===== src/rtl/core/hsev_pkg.sv =====
// Shared types and constants of the 3D Hermite spline evaluator.
// Used by the lane, merge, top-level and checker files and the testbench; depends on nothing.
`default_nettype none
package hsev_pkg;

	localparam logic [1:0] ACT_LOAD = 2'd0;
	localparam logic [1:0] ACT_POS  = 2'd1;
	localparam logic [1:0] ACT_DER  = 2'd2;

	// Tangent selection. For the start tangent: FWD is 2(p2-p1), BWD is 2(p1-pm),
	// CEN is p2-pm. For the end tangent: FWD is 2(p2-p1), CEN is p3-p1.
	localparam logic [1:0] TAN_ZERO = 2'd0;
	localparam logic [1:0] TAN_FWD  = 2'd1;
	localparam logic [1:0] TAN_BWD  = 2'd2;
	localparam logic [1:0] TAN_CEN  = 2'd3;

	localparam int CW = 42;
	localparam int TW = 17;
	localparam logic [TW-1:0] T_ONE = 17'd65536;

	typedef struct packed {
		logic       cap_en;
		logic [1:0] cap_slot;
		logic       tan_en;
		logic [1:0] r1_sel;
		logic [1:0] r2_sel;
		logic       last;
		logic       coef_en;
		logic       deriv;
		logic       mul_en;
		logic       add_en;
		logic [1:0] step;
	} lane_cmd_t;

	typedef struct packed {
		logic [31:0] value;
		logic        clip;
	} lane_res_t;

endpackage
`default_nettype wire


===== src/rtl/core/hsev_merge.sv =====
// Merging stage: combines the three lane results into one registered result
// with status and clip flag, and holds it until taken. Depends on hsev_pkg.
`default_nettype none
module hsev_merge (
	input  wire                  clk,
	input  wire                  arst_n,
	input  wire                  load_en,
	input  wire                  oor,
	input  wire hsev_pkg::lane_res_t res_x,
	input  wire hsev_pkg::lane_res_t res_y,
	input  wire hsev_pkg::lane_res_t res_z,
	output logic                 out_valid,
	input  wire                  out_ready,
	output logic signed [31:0]   out_x,
	output logic signed [31:0]   out_y,
	output logic signed [31:0]   out_z,
	output logic                 status,
	output logic                 clipped
);
	always_ff @(posedge clk or negedge arst_n) begin
		if (!arst_n) begin
			out_valid <= 1'b0;
		end else if (load_en) begin
			out_valid <= 1'b1;
		end else if (out_ready) begin
			out_valid <= 1'b0;
		end
	end

	always_ff @(posedge clk) begin
		if (load_en) begin
			out_x   <= oor ? 32'sd0 : res_x.value;
			out_y   <= oor ? 32'sd0 : res_y.value;
			out_z   <= oor ? 32'sd0 : res_z.value;
			status  <= oor;
			clipped <= !oor && (res_x.clip || res_y.clip || res_z.clip);
		end
	end
endmodule
`default_nettype wire


===== config.mk =====
export PLATFORM = sky130hd
export DESIGN_NAME = hsev_merge
export DESIGN_NICKNAME = d
export VERILOG_FILES = /design/src/rtl/core/hsev_pkg.sv /design/src/rtl/core/hsev_merge.sv
export SDC_FILE = /design/constraint.sdc
export NUM_CORES = 1
export LEC_CHECK = 0
export BUFFER_PORTS_ARGS = -buffer_cell sky130_fd_sc_hd__buf_2
export CORE_AREA = 2 2 95 97
export CTS_CLUSTER_SIZE = 12
export DETAILED_ROUTE_END_ITERATION = 16
export DIE_AREA = 0 0 97 99
export PLACE_DENSITY = 0.77
export SYNTH_ARGS = -nofsm -noshare
export SYNTH_HDL_FRONTEND = slang
export SYNTH_SLANG_ARGS = --single-unit

===== constraint.sdc =====
create_clock -name clk -period 0.8 [get_ports clk]
set_clock_uncertainty 0.05 [all_clocks]
set_input_delay 0.04 -clock clk [delete_from_list [all_inputs] [get_ports clk]]
set_output_delay 0.04 -clock clk [all_outputs]
set_load 0.02 [all_outputs]

* Word level (Yosys, flattened, before mapping)
Cells that the tools add are included.
Storage, ports and cells: logic and storage cells 13, bits in registers 99, output and inout port bits 99, input bits 104
Operators by class: reduce and logical (&&, ||, !) cells 5, muxes and demuxes 2
Operators by type and width (count):
- 1-bit logical OR | 2
- 1-bit two-way mux | 2
- 2-bit nonzero test | 1
- 1-bit logical AND | 1
- 1-bit zero test | 1

* Longest topological paths before layout
depth after elaboration 3, gate-level depth with buffers 3, mapped depth without buffers 2

* Worst setup path after synthesis
Ideal clock, no wire load.
path type reg2reg, start point register out_valid (netlist name), end point register out_valid, stages on the path, launching flop included 2, path buffers 0, arrival 0.621 ns, library setup time 0.118 ns, data required time 0.632 ns, period minus slack after synthesis 0.789 ns, setup slack 0.011 ns, path through dfrtp_1 > a21o_1
RTL lines:
- end signal, assigned | RTL line hsev_merge.sv:22 | out_valid <= 1'b0;
- end signal, assigned | RTL line hsev_merge.sv:24 | out_valid <= 1'b1;
- end signal, assigned | RTL line hsev_merge.sv:26 | out_valid <= 1'b0;
- end, declared | RTL line hsev_merge.sv:12 | output logic out_valid,

* Final worst setup path
start point register out_x[28], end point output out_x[28]
RTL lines:
- start, declared | RTL line hsev_merge.sv:14 | output logic signed [31:0] out_x,
- start signal, assigned | RTL line hsev_merge.sv:32 | out_x <= oor ? 32'sd0 : res_x.value;
No word-level cell between the ends.

==> metrics.yaml <==
outcome: "finished, violations left"
violations: "negative hold slack, negative setup slack"
slew_viol_final: 0
power.leakage_nw: 2.68
drt_wl_total_um: 9890
drcViolationCount: 0
worstMarginPinSlew_ns: 0.270
crit_arrival_ns: 0.93
cts_tree: "built"
overflow: 0
p_switching_mw: 2.85
start_util: 0.427
synth_warnings: 0
area_delta_synth_final_pct: 77.2
cts_buffers: 9
period_share: 1.27
end_kind: "output port"
clk_pin_slew_ns: 0.09
fin_crit_ns: 1.02
final_layout_size_suffix_gt1_frac: 0.420
swShare: 0.238
yosysUniqueCellTypes: 9
cp_num_buf_inv: 1
yosysTopAreaCell: "edfxtp_1"
ios: 203
holdBufCountCts: 99
layout.nets: 620
timing.fmax_mhz: 985
grt_pass1_wl_um: 14900
critPathSlowestCell: "edfxtp_1"
fillers: 505
cts_buffer_depth: 2
place_congestion: 0.787
cap_viol_max_count: 0
min-delay-start: "res_z[0]"
htree_levels: 3
fin_util: 0.756
rsz0062_at_grt: "true"
syn_area_sq_um: 3650
yosys-top-cells-area: "edfxtp_1, nor2b_1, buf_2"
dpl.hpwl_um: 5650
cts-root-buf: "clkbuf_8"
synth_top_area_share: 0.807
ant_nets: 0
routed_via_density: 4.48
avgRoutedWirePerCell_um: 15.7
path_max_fanout: 1
drtIter0Drc: 95
grt_max_degree: 55
clk_latency_ns: 0.34
maxSlewHeadroom: 0.820
cp_cell_sequence: "buf_6"
p_per_area_nw_per_um2: 1850
die_x_um: 97
vias: 2821
worstPathRequired_ns: 0.71
hold_class: "input port to flop"
antenna_found_initial: 0
netlist_instances: 209
worstSetupStartpoint: "out_x[28]"
crit_type: "flop to output port"
pwr-share-comb: 0.191
sequentialPowerShare: 0.528
grt_usage: 0.200
syn_nets: 313
synth_seq_cells: 99
p_clk_frac: 0.280
clkSinkCount: 99
placeableCoreArea_sq_um: 8550
row_count: 34
crit_family: "flip-flops"
max_stage_delay_ns: 0.43
setup-violations-final: 100
die_area_sq_um: 9600
synth_area_per_cell_sq_um: 17.5
first_global_vias: 3041
io_buffers: 202
whs_ns: -0.0327
dr.pass1.iters: 4
ys_seq_area_frac: 0.813
critPathLaunchType: "flop"
antenna_cells: 0
ir_drop_uv: 1280
p_int_mw: 9.13
tns_ns: -17.68
dieHeight_um: 99
r2r-start: "out_valid"
setup_slack_ns: -0.216
hold_violations: 1
per-layer routing:
layer  part of all wire  up-vias  GRT usage
li1                   -     1336          -
met1               0.36     1340      0.227
met2               0.54      133      0.353
met3              0.076       12     0.0723
met4              0.016        0     0.0661
met5                  0        -          0
power groups by stage:
| stage | registers [mW] | logic (mW) | clock network, mW |
|---|---|---|---|
| 2_1_floorplan | 6.91 | 0.239 | 0 |
| 3_3_place_gp | 6.35 | 1.54 | 0 |
| 3_5_place_dp | 6.37 | 1.57 | 0 |
| 4_1_cts | 6.28 | 2.07 | 3.46 |
| 5_1_grt | 6.37 | 2.42 | 3.65 |
| 6_report | 6.33 | 2.29 | 3.36 |
state kept, by name (all words and copies together), names as in the netlist:
register	flops
clipped	1
out_x	32
out_valid	1
out_z	32
status	1
out_y	32
cells in the mapped netlist:
| master | number |
|---|---|
| nor2b_1 | 96 |
| a21o_1 | 1 |
| buf_2 | 6 |
| dfrtp_1 | 1 |
| buf_4 | 4 |
| edfxtp_1 | 98 |
| nor2_1 | 1 |
| nor3_1 | 1 |
| inv_1 | 1 |
path summary, 6_finish.rpt:
check	slack (ns)	endpoint	cells after the start
max in group asynchronous	0.13	out_valid	3
setup reg to reg	-0.04	out_valid	2
setup / recovery	-0.22	out_x[28]	1
hold / removal	-0.03	clipped	3
hold reg to reg	0.57	out_valid	2
min in group asynchronous	0.47	out_valid	3
final cells by class:
| cell class | count | area (sq um) | share of cell area |
|---|---|---|---|
| clock inverter | 6 | 80.1 | 0.0124 |
| sequential | 99 | 2970 | 0.459 |
| timing repair buffer | 306 | 2530 | 0.392 |
| clock buffer | 10 | 128 | 0.0197 |
| tap | 108 | 135 | 0.0209 |
| multi-input combinational | 99 | 617 | 0.0954 |
| inverter | 1 | 3.75 | 0.000581 |
through the flow:
step / setup slack (ns) / hold WS, ns / power (mW) / std cells / cell area [sq um]
floorplan: 0.0105 / -0.306 / 7.15 / 209 / 3650
global placement: -0.00145 / -0.235 / 7.90 / 513 / 4820
detailed placement: -0.0157 / -0.234 / 7.94 / 513 / 4820
CTS: -0.238 / -0.0443 / 11.8 / 629 / 6190
global route: -0.265 / -0.0475 / 12.4 / 629 / 6460
finish: -0.216 / -0.0327 / 12.0 / 629 / 6460
cell families (layout without fill, tap and decap cells):
family,count (synthesis),after routing,synth area share
DFF,99,99,0.813
buffers and inverters,11,323,0.0175
and+or+nand+nor,98,98,0.167
AOI/OAI and AO/OA,1,1,0.00206
cell usage in the layout (no fill, tap or decap):
| cell | Yosys | routed |
|---|---|---|
| dfrtp_1 | 1 | 1 |
| buf_2 | 6 | 130 |
| nor2b_1 | 96 | 96 |
| buf_6 | 0 | 70 |
| nor2_1 | 1 | 1 |
| dlygate4sd3_1 | 0 | 99 |
| buf_4 | 4 | 3 |
| clkbuf_1 | 0 | 1 |
| clkbuf_8 | 0 | 9 |
| nor3_1 | 1 | 1 |
| bufinv_16 | 0 | 2 |
| inv_1 | 1 | 1 |
| a21o_1 | 1 | 1 |
| clkinv_4 | 0 | 1 |
| clkinv_1 | 0 | 3 |
| edfxtp_1 | 98 | 98 |
| buf_12 | 0 | 4 |
repair_timing:
| item | 4_1_cts | 5_1_grt |
|---|---|---|
| pin swaps | 1 | 0 |
| hold endpoints to repair | 99 | 1 |
| setup buffers | 1 | 0 |
| resized for setup | 52 | 88 |
| endpoints found under the setup margin | 99 | 100 |
worst min-delay path, cell delays in order:
cell	delay [ns]
buf_2	0.07
nor3_1	0.03
nor2_1	0.10
Note: power is estimated with default switching activity, not from simulation.
