`src/rtl/core/hsev_pkg.sv`:
```
// Shared types and constants of the 3D Hermite spline evaluator.
// Used by the lane, merge, top-level and checker files and the testbench; depends on nothing.
`default_nettype none
package hsev_pkg;

	localparam logic [1:0] ACT_LOAD = 2'd0;
	localparam logic [1:0] ACT_POS  = 2'd1;
	localparam logic [1:0] ACT_DER  = 2'd2;

	// Tangent selection. For the start tangent: FWD is 2(p2-p1), BWD is 2(p1-pm),
	// CEN is p2-pm. For the end tangent: FWD is 2(p2-p1), CEN is p3-p1.
	localparam logic [1:0] TAN_ZERO = 2'd0;
	localparam logic [1:0] TAN_FWD  = 2'd1;
	localparam logic [1:0] TAN_BWD  = 2'd2;
	localparam logic [1:0] TAN_CEN  = 2'd3;

	localparam int CW = 42;
	localparam int TW = 17;
	localparam logic [TW-1:0] T_ONE = 17'd65536;

	typedef struct packed {
		logic       cap_en;
		logic [1:0] cap_slot;
		logic       tan_en;
		logic [1:0] r1_sel;
		logic [1:0] r2_sel;
		logic       last;
		logic       coef_en;
		logic       deriv;
		logic       mul_en;
		logic       add_en;
		logic [1:0] step;
	} lane_cmd_t;

	typedef struct packed {
		logic [31:0] value;
		logic        clip;
	} lane_res_t;

endpackage
`default_nettype wire

```
`src/rtl/core/hsev_lane.sv`:
```
// One axis lane: captures four neighbouring points, forms the doubled
// Hermite coefficients and runs Horner's scheme. Depends on hsev_pkg.
`default_nettype none
module hsev_lane (
	input  wire                        clk,
	input  wire hsev_pkg::lane_cmd_t   cmd,
	input  wire signed [31:0]          rd_coord,
	input  wire [hsev_pkg::TW-1:0]     t,
	output hsev_pkg::lane_res_t        res
);
	localparam int CW = hsev_pkg::CW;
	localparam int PW = CW + 18;

	logic signed [31:0]   pm_q, p1_q, p2_q, p3_q;
	logic signed [CW-1:0] r1_q, r2_q, e1_q, e2_q;
	logic signed [CW-1:0] m0_q, add1_q, c_q, d_q;
	logic signed [PW-1:0] prod_q;
	logic signed [CW-1:0] acc_q;

	logic signed [CW-1:0] xm, x1, x2, x3, r1, r2;
	logic signed [CW-1:0] ca, cb, op, addend, hv;
	logic signed [PW-1:0] rsum, rsh;

	always_comb begin
		xm = CW'(pm_q);
		x1 = CW'(p1_q);
		x2 = CW'(p2_q);
		x3 = CW'(p3_q);
		case (cmd.r1_sel)
			hsev_pkg::TAN_FWD: r1 = (x2 - x1) <<< 1;
			hsev_pkg::TAN_BWD: r1 = (x1 - xm) <<< 1;
			hsev_pkg::TAN_CEN: r1 = x2 - xm;
			default:           r1 = '0;
		endcase
		if (cmd.last) begin
			r2 = r1;
		end else begin
			case (cmd.r2_sel)
				hsev_pkg::TAN_FWD: r2 = (x2 - x1) <<< 1;
				hsev_pkg::TAN_CEN: r2 = x3 - x1;
				default:           r2 = '0;
			endcase
		end
		ca = ((e1_q - e2_q) <<< 2) + r1_q + r2_q;
		cb = ((e2_q - e1_q) <<< 2) + ((e2_q - e1_q) <<< 1) - (r1_q <<< 1) - r2_q;
		op = (cmd.step == 2'd1) ? m0_q : acc_q;
		case (cmd.step)
			2'd1:    addend = add1_q;
			2'd2:    addend = c_q;
			default: addend = d_q;
		endcase
		rsum = prod_q + PW'(32768);
		rsh  = rsum >>> 16;
		hv   = (acc_q + CW'(1)) >>> 1;
		res.clip  = (hv[CW-1:31] != {(CW-31){hv[31]}});
		res.value = res.clip ? (hv[CW-1] ? 32'h8000_0000 : 32'h7FFF_FFFF) : hv[31:0];
	end

	always_ff @(posedge clk) begin
		if (cmd.cap_en) begin
			case (cmd.cap_slot)
				2'd0:    pm_q <= rd_coord;
				2'd1:    p1_q <= rd_coord;
				2'd2:    p2_q <= rd_coord;
				default: p3_q <= rd_coord;
			endcase
		end
		if (cmd.tan_en) begin
			r1_q <= r1;
			r2_q <= r2;
			e1_q <= x1;
			e2_q <= cmd.last ? x1 : x2;
		end
		if (cmd.coef_en) begin
			m0_q   <= cmd.deriv ? (ca + (ca <<< 1)) : ca;
			add1_q <= cmd.deriv ? (cb <<< 1) : cb;
			c_q    <= r1_q;
			d_q    <= e1_q <<< 1;
		end
		if (cmd.mul_en) begin
			prod_q <= op * $signed({1'b0, t});
		end
		if (cmd.add_en) begin
			acc_q <= rsh[CW-1:0] + addend;
		end
	end
endmodule
`default_nettype wire

```
`config.mk`:
```
export PLATFORM = sky130hd
export DESIGN_NAME = hsev_lane
export DESIGN_NICKNAME = d
export VERILOG_FILES = /design/src/rtl/core/hsev_pkg.sv /design/src/rtl/core/hsev_lane.sv
export SDC_FILE = /design/constraint.sdc
export NUM_CORES = 2
export LEC_CHECK = 0
export BUFFER_PORTS_ARGS = -buffer_cell sky130_fd_sc_hd__buf_2
export CORE_ASPECT_RATIO = 1.4
export CORE_MARGIN = 3
export CORE_UTILIZATION = 47
export CTS_CLUSTER_DIAMETER = 80
export DETAILED_ROUTE_END_ITERATION = 6
export PLACE_DENSITY = 0.61
export SYNTH_ARGS = -nofsm -noshare
export SYNTH_HDL_FRONTEND = slang
export SYNTH_SLANG_ARGS = --single-unit
export TNS_END_PERCENT = 10
```
`constraint.sdc`:
```
create_clock -name clk -period 12.7 [get_ports clk]
set_clock_uncertainty 0.1 [all_clocks]
set_input_delay 1.905 -clock clk [delete_from_list [all_inputs] [get_ports clk]]
set_output_delay 1.905 -clock clk [all_outputs]
set_load 0.05 [all_outputs]
```
Yosys cells after proc, flatten, opt, wreduce, memory -nomap -nowiden
Index checks and enable logic that the tools add are counted.
- $add $sub $neg: 15
- $mul: 1
- equality and inequality tests: 10
- muxes and demuxes: 10
- bitwise operators: 1
- reductions and logical operators: 6
- operators by type and width (cell ; number):
    $add 42x42->42 ; 5
    $mux 42 ; 4
    $pmux 42 s2 ; 2
    $sub 32x32->33 ; 4
    $pmux 42 s3 ; 1
    $sub 42x42->42 ; 2
    $mux 32 ; 2
    $add 58x17->58 const B ; 1
    $mul 42x18->58 ; 1
    $add 42x2->42 const B ; 1
    $mux 41 ; 1
    $sub 41x32->41 ; 1
    $sub 32x40->40 ; 1
    $eq 2x2->1 const B ; 5
    $ne 10x10->1 ; 1
    $eq 2x1->1 const B ; 4
    $reduce_and 2->1 ; 4
    $reduce_or 3->1 ; 1
    $logic_not 2->1 ; 1
    $not 1->1 ; 1
- flip-flop bits (word level): 543
- input port bits: 65
- output and inout port bits: 33
- logic and storage cells: 58

Depth between registers and ports, before layout
- depth after elaboration: 5
- gate-level depth with buffers: 41
- mapped depth without buffers: 40

Least setup slack after synthesis
No wires, ideal clock.
- path kind: input to register
- start point: in cmd[1] (netlist name)
- end point: reg prod_q[48] (data pin)
- library setup time: 261 ps
- arrival: 9521 ps
- slack: 2818 ps
- stages on the path: 30
- cell sequence: inv_1 > ha_1 > buf_1 > clkbuf_1 > mux2_2 > clkbuf_1 > nand2_1 > fa_1 > inv_1 > fa_1 > inv_1 > fa_1 > fa_1 > fa_1 > inv_1 > fa_1 > ha_1 > a21o_1 > a21o_1 > a2111oi_0 > o21ai_1 > a21o_1 > a21o_1 > a221oi_4 > o21ba_2 > o21bai_1 > a221o_1 > a21o_1 > a21o_1 > xor2_1
- cells in the longest elaborated chain, start to end: 3
- ends and longest elaborated chain (element ; line ; text):
    start: declaration ; hsev_lane.sv:6 ; input wire hsev_pkg::lane_cmd_t cmd,
    $eq 2x1->1 ; hsev_lane.sv:46 ; op = (cmd.step == 2'd1) ? m0_q : acc_q;
    $mux 42 ; hsev_lane.sv:46 ;
    $mul 42x18->58 ; hsev_lane.sv:81 ; prod_q <= op * $signed({1'b0, t});
    end signal: assignment ; hsev_lane.sv:81 ;
    end: declaration ; hsev_lane.sv:17 ; logic signed [PW-1:0] prod_q;
No other way between the ends.
A chain may end at the register's enable or synchronous reset.

Final worst setup path
Ends and elaborated chain as after synthesis.

==> summary.md <==
| Metric | Value |
|---|---|
| GRT Total Usage | 24.8% |
| Drt total wl | 171,000 µm |
| Buffers on Ports | 97 |
| Number of antenna violations at the first check in global routing | 3 |
| Sink Count | 495 |
| Syn Area/Cell | 9.47 µm² |
| Share of layout cells above drive strength 1 | 5.77% |
| Fillers | 12,500 |
| Die height | 441 µm |
| Largest net degree at the start of global routing | 75 |
| Reg clk slew, reported paths | 0.07 ns |
| First-pass GRT wire length | 271,000 µm |
| Hpwl dp | 137,000 µm |
| CORE AREA | 0.134 mm² |
| Element type at the critical path end | flip-flop |
| ANT nets after route | 0 |
| Fin Setup TNS | 0 ns |
| Area occupied by multi-input gates | 0.0438 mm² |
| 1st-iter DRT viols | 2,442 |
| Post-route DRC | 0 |
| Die Span X | 317 µm |
| GRT Residual Overflow | 0 |
| H-tree Lvls | 2 |
| YS warnings | 0 |
| Post-synth EDFFs | 495 |
| Post-synthesis sequential area ratio | 23.4% |
| Top Family by Delay on Critical Path | adder cells |
| Most frequent cells in the layout | 1,067 x inv_1, 822 x nand2_1, 785 x fa_1 |
| Drt first pass iters | 7 |
| Final Slew Violations | 0 |
| Most used DFF post-synth | edfxtp_1 |
| Unrepaired setup endpoints after global routing | false |
| Bufs on Longest Clock Path | 3 |
| Hold-fix buffers, CTS | 0 |
| Starting Density | 47.3% |
| Fin crit share | 77.7% |
| Syn_nets | 8,049 |
| CTS root buffer | clkbuf_16 |
| Worst slew margin | 22.8% |
| Gpl congestion | 0.945 |
| Top Usage Layer GRT | met2 |
| Layout overhead on the synthesized area | 6.04% |
| Avg WL per Cell | 20.2 µm |
| Outcome | complete, no violations |
| Synth Instances | 6,710 |
| Max Clk Rate | 101 MHz |
| Sequential cell area | 0.0149 mm² |
| Final setup viols | 0 |
| Row count | 159 |
| Critical Path Start Type | primary input |
| Kind of critical path | primary input to flip-flop |
| Clock buffer count from CTS | 52 |
| Most common cell after layout, fill and taps aside | inv_1 |
| HP Class | flip-flop to flip-flop |
| CP arrival | 10.16 ns |
| Die area | 0.140 mm² |
| Slowest library cell on the worst path | mux2_2 |
| Post-cts resize count | 0 |
| Slew @ Worst Pin | 1.16 ns |
| Setup Fix Bufs, Post-CTS | 0 |
| Grt met1 use | 29.1% |
| Largest stage delay, worst path | 0.56 ns |
| Max_cap viols | 0 |
| Latest clock arrival within the worst-skew pair | 0.65 ns |
| Nets | 7,999 |
| CTS tree | done |
| Met3 Resource Use GR | 2.16% |
| Vias in the first global route | 50,300 |
| Register bit count reported by yosys | 495 |
| Synth cell types | 106 |
| Via count | 46,900 |
| I/O Pins | 98 |
| Post-synthesis cell area | 0.0636 mm² |
| Tmin final | 9.87 ns |
| Critical path buffers and inverters | 6 |
| Ys async rst share | 0% |
| Final Hold Vio Count | 0 |
| Data required, critical path | 12.98 ns |
| M2 GR Usage | 46.2% |
| DR vias/cell | 5.53 |
| Crit path max fanout | 32 |
-- sequential cells by signal, summed over array words and instances (netlist names) --
register,flops
acc_q,42
r2_q,34
r1_q,34
e2_q,32
pm_q,32
e1_q,32
d_q,32
add1_q,42
p3_q,32
prod_q,43
m0_q,42
p2_q,32
c_q,34
p1_q,32
-- Yosys cell counts (18+ instances only) --
| cell | number | area share, % |
|---|---|---|
| a31oi_1 | 34 | 0.33 |
| inv_1 | 1067 | 6.3 |
| nor2b_1 | 76 | 0.75 |
| and3_1 | 57 | 0.56 |
| a21o_1 | 211 | 2.5 |
| nand4_1 | 40 | 0.39 |
| nand3_1 | 98 | 0.77 |
| a21oi_1 | 378 | 3.0 |
| o21ai_1 | 19 | 0.15 |
| xnor2_1 | 298 | 4.1 |
| o21ai_0 | 255 | 2.0 |
| a211oi_1 | 33 | 0.39 |
| xor2_1 | 138 | 1.9 |
| a22oi_1 | 36 | 0.43 |
| buf_1 | 20 | 0.12 |
| o31ai_1 | 20 | 0.24 |
| o21bai_1 | 45 | 0.53 |
| nand2b_1 | 67 | 0.66 |
| mux2_2 | 111 | 2.0 |
| edfxtp_1 | 495 | 23 |
| nor2_1 | 251 | 1.5 |
| clkbuf_1 | 211 | 1.2 |
| and2_1 | 230 | 2.3 |
| fa_1 | 785 | 25 |
| nor3_1 | 61 | 0.48 |
| mux2i_1 | 18 | 0.28 |
| or3_1 | 21 | 0.21 |
| o21a_1 | 49 | 0.58 |
| ha_1 | 489 | 9.6 |
| nand2_1 | 822 | 4.9 |
-- kinds of logic (layout without fill, tap and decap cells) --
group,count (synthesis),after routing,synth area share [%]
buffers and inverters,1310,1302,7.76
adders and majority gates,1274,1274,34.3
other,0,1,0
muxes,129,129,2.25
AOI/OAI and AO/OA,1281,1281,13.1
DFF,495,495,23.4
xor gates and xnor gates,437,437,6.04
and+or+nand+nor,1784,1784,13.1
-- per-layer routing --
metal  routed length (µm)  up-vias
li1                     -    22100
met1                67200    23300
met2                89100     1139
met3                 6820      339
met4                 7920        2
met5                   13        -
-- layout make-up --
| cell class | instances | share of cell area [%] |
|---|---|---|
| timing repair buffer | 137 | 1.18 |
| clock inverter | 31 | 0.546 |
| sequential | 495 | 22.0 |
| antenna | 1 | 0.00371 |
| tap | 1771 | 3.29 |
| clock buffer | 65 | 2.00 |
| multi-input combinational | 4905 | 65.0 |
| inverter | 1069 | 5.95 |
-- path summary, 6_finish.rpt --
check	slack [ns]	endpoint	cells after the start	from
max	2.83	prod_q[48]	29	cmd[1]
min reg2reg	0.37	d_q[15]	0	e1_q[14]
max reg2reg	3.00	m0_q[38]	33	e1_q[0]
min	0.37	d_q[15]	0	e1_q[14]
-- per-stage QoR --
stage | worst slack (ns) | instances | utilization [%] | hold WS, ns | cell area [µm²]
CTS | 2.87 | 8473 | 50.2 | 0.376 | 67400
global route | 2.32 | 8473 | 50.2 | 0.403 | 67400
detailed placement | 2.18 | 8377 | 48.9 | 0.371 | 65700
global placement | 2.27 | 8377 | 48.9 | 0.364 | 65700
finish | 2.83 | 8474 | 50.2 | 0.374 | 67400
floorplan | 2.82 | 6710 | - | 0.357 | 63600
Power is left out: the tool's default activity adds up to more than one toggle a clock period on the data nets, which glitch-free logic cannot reach.
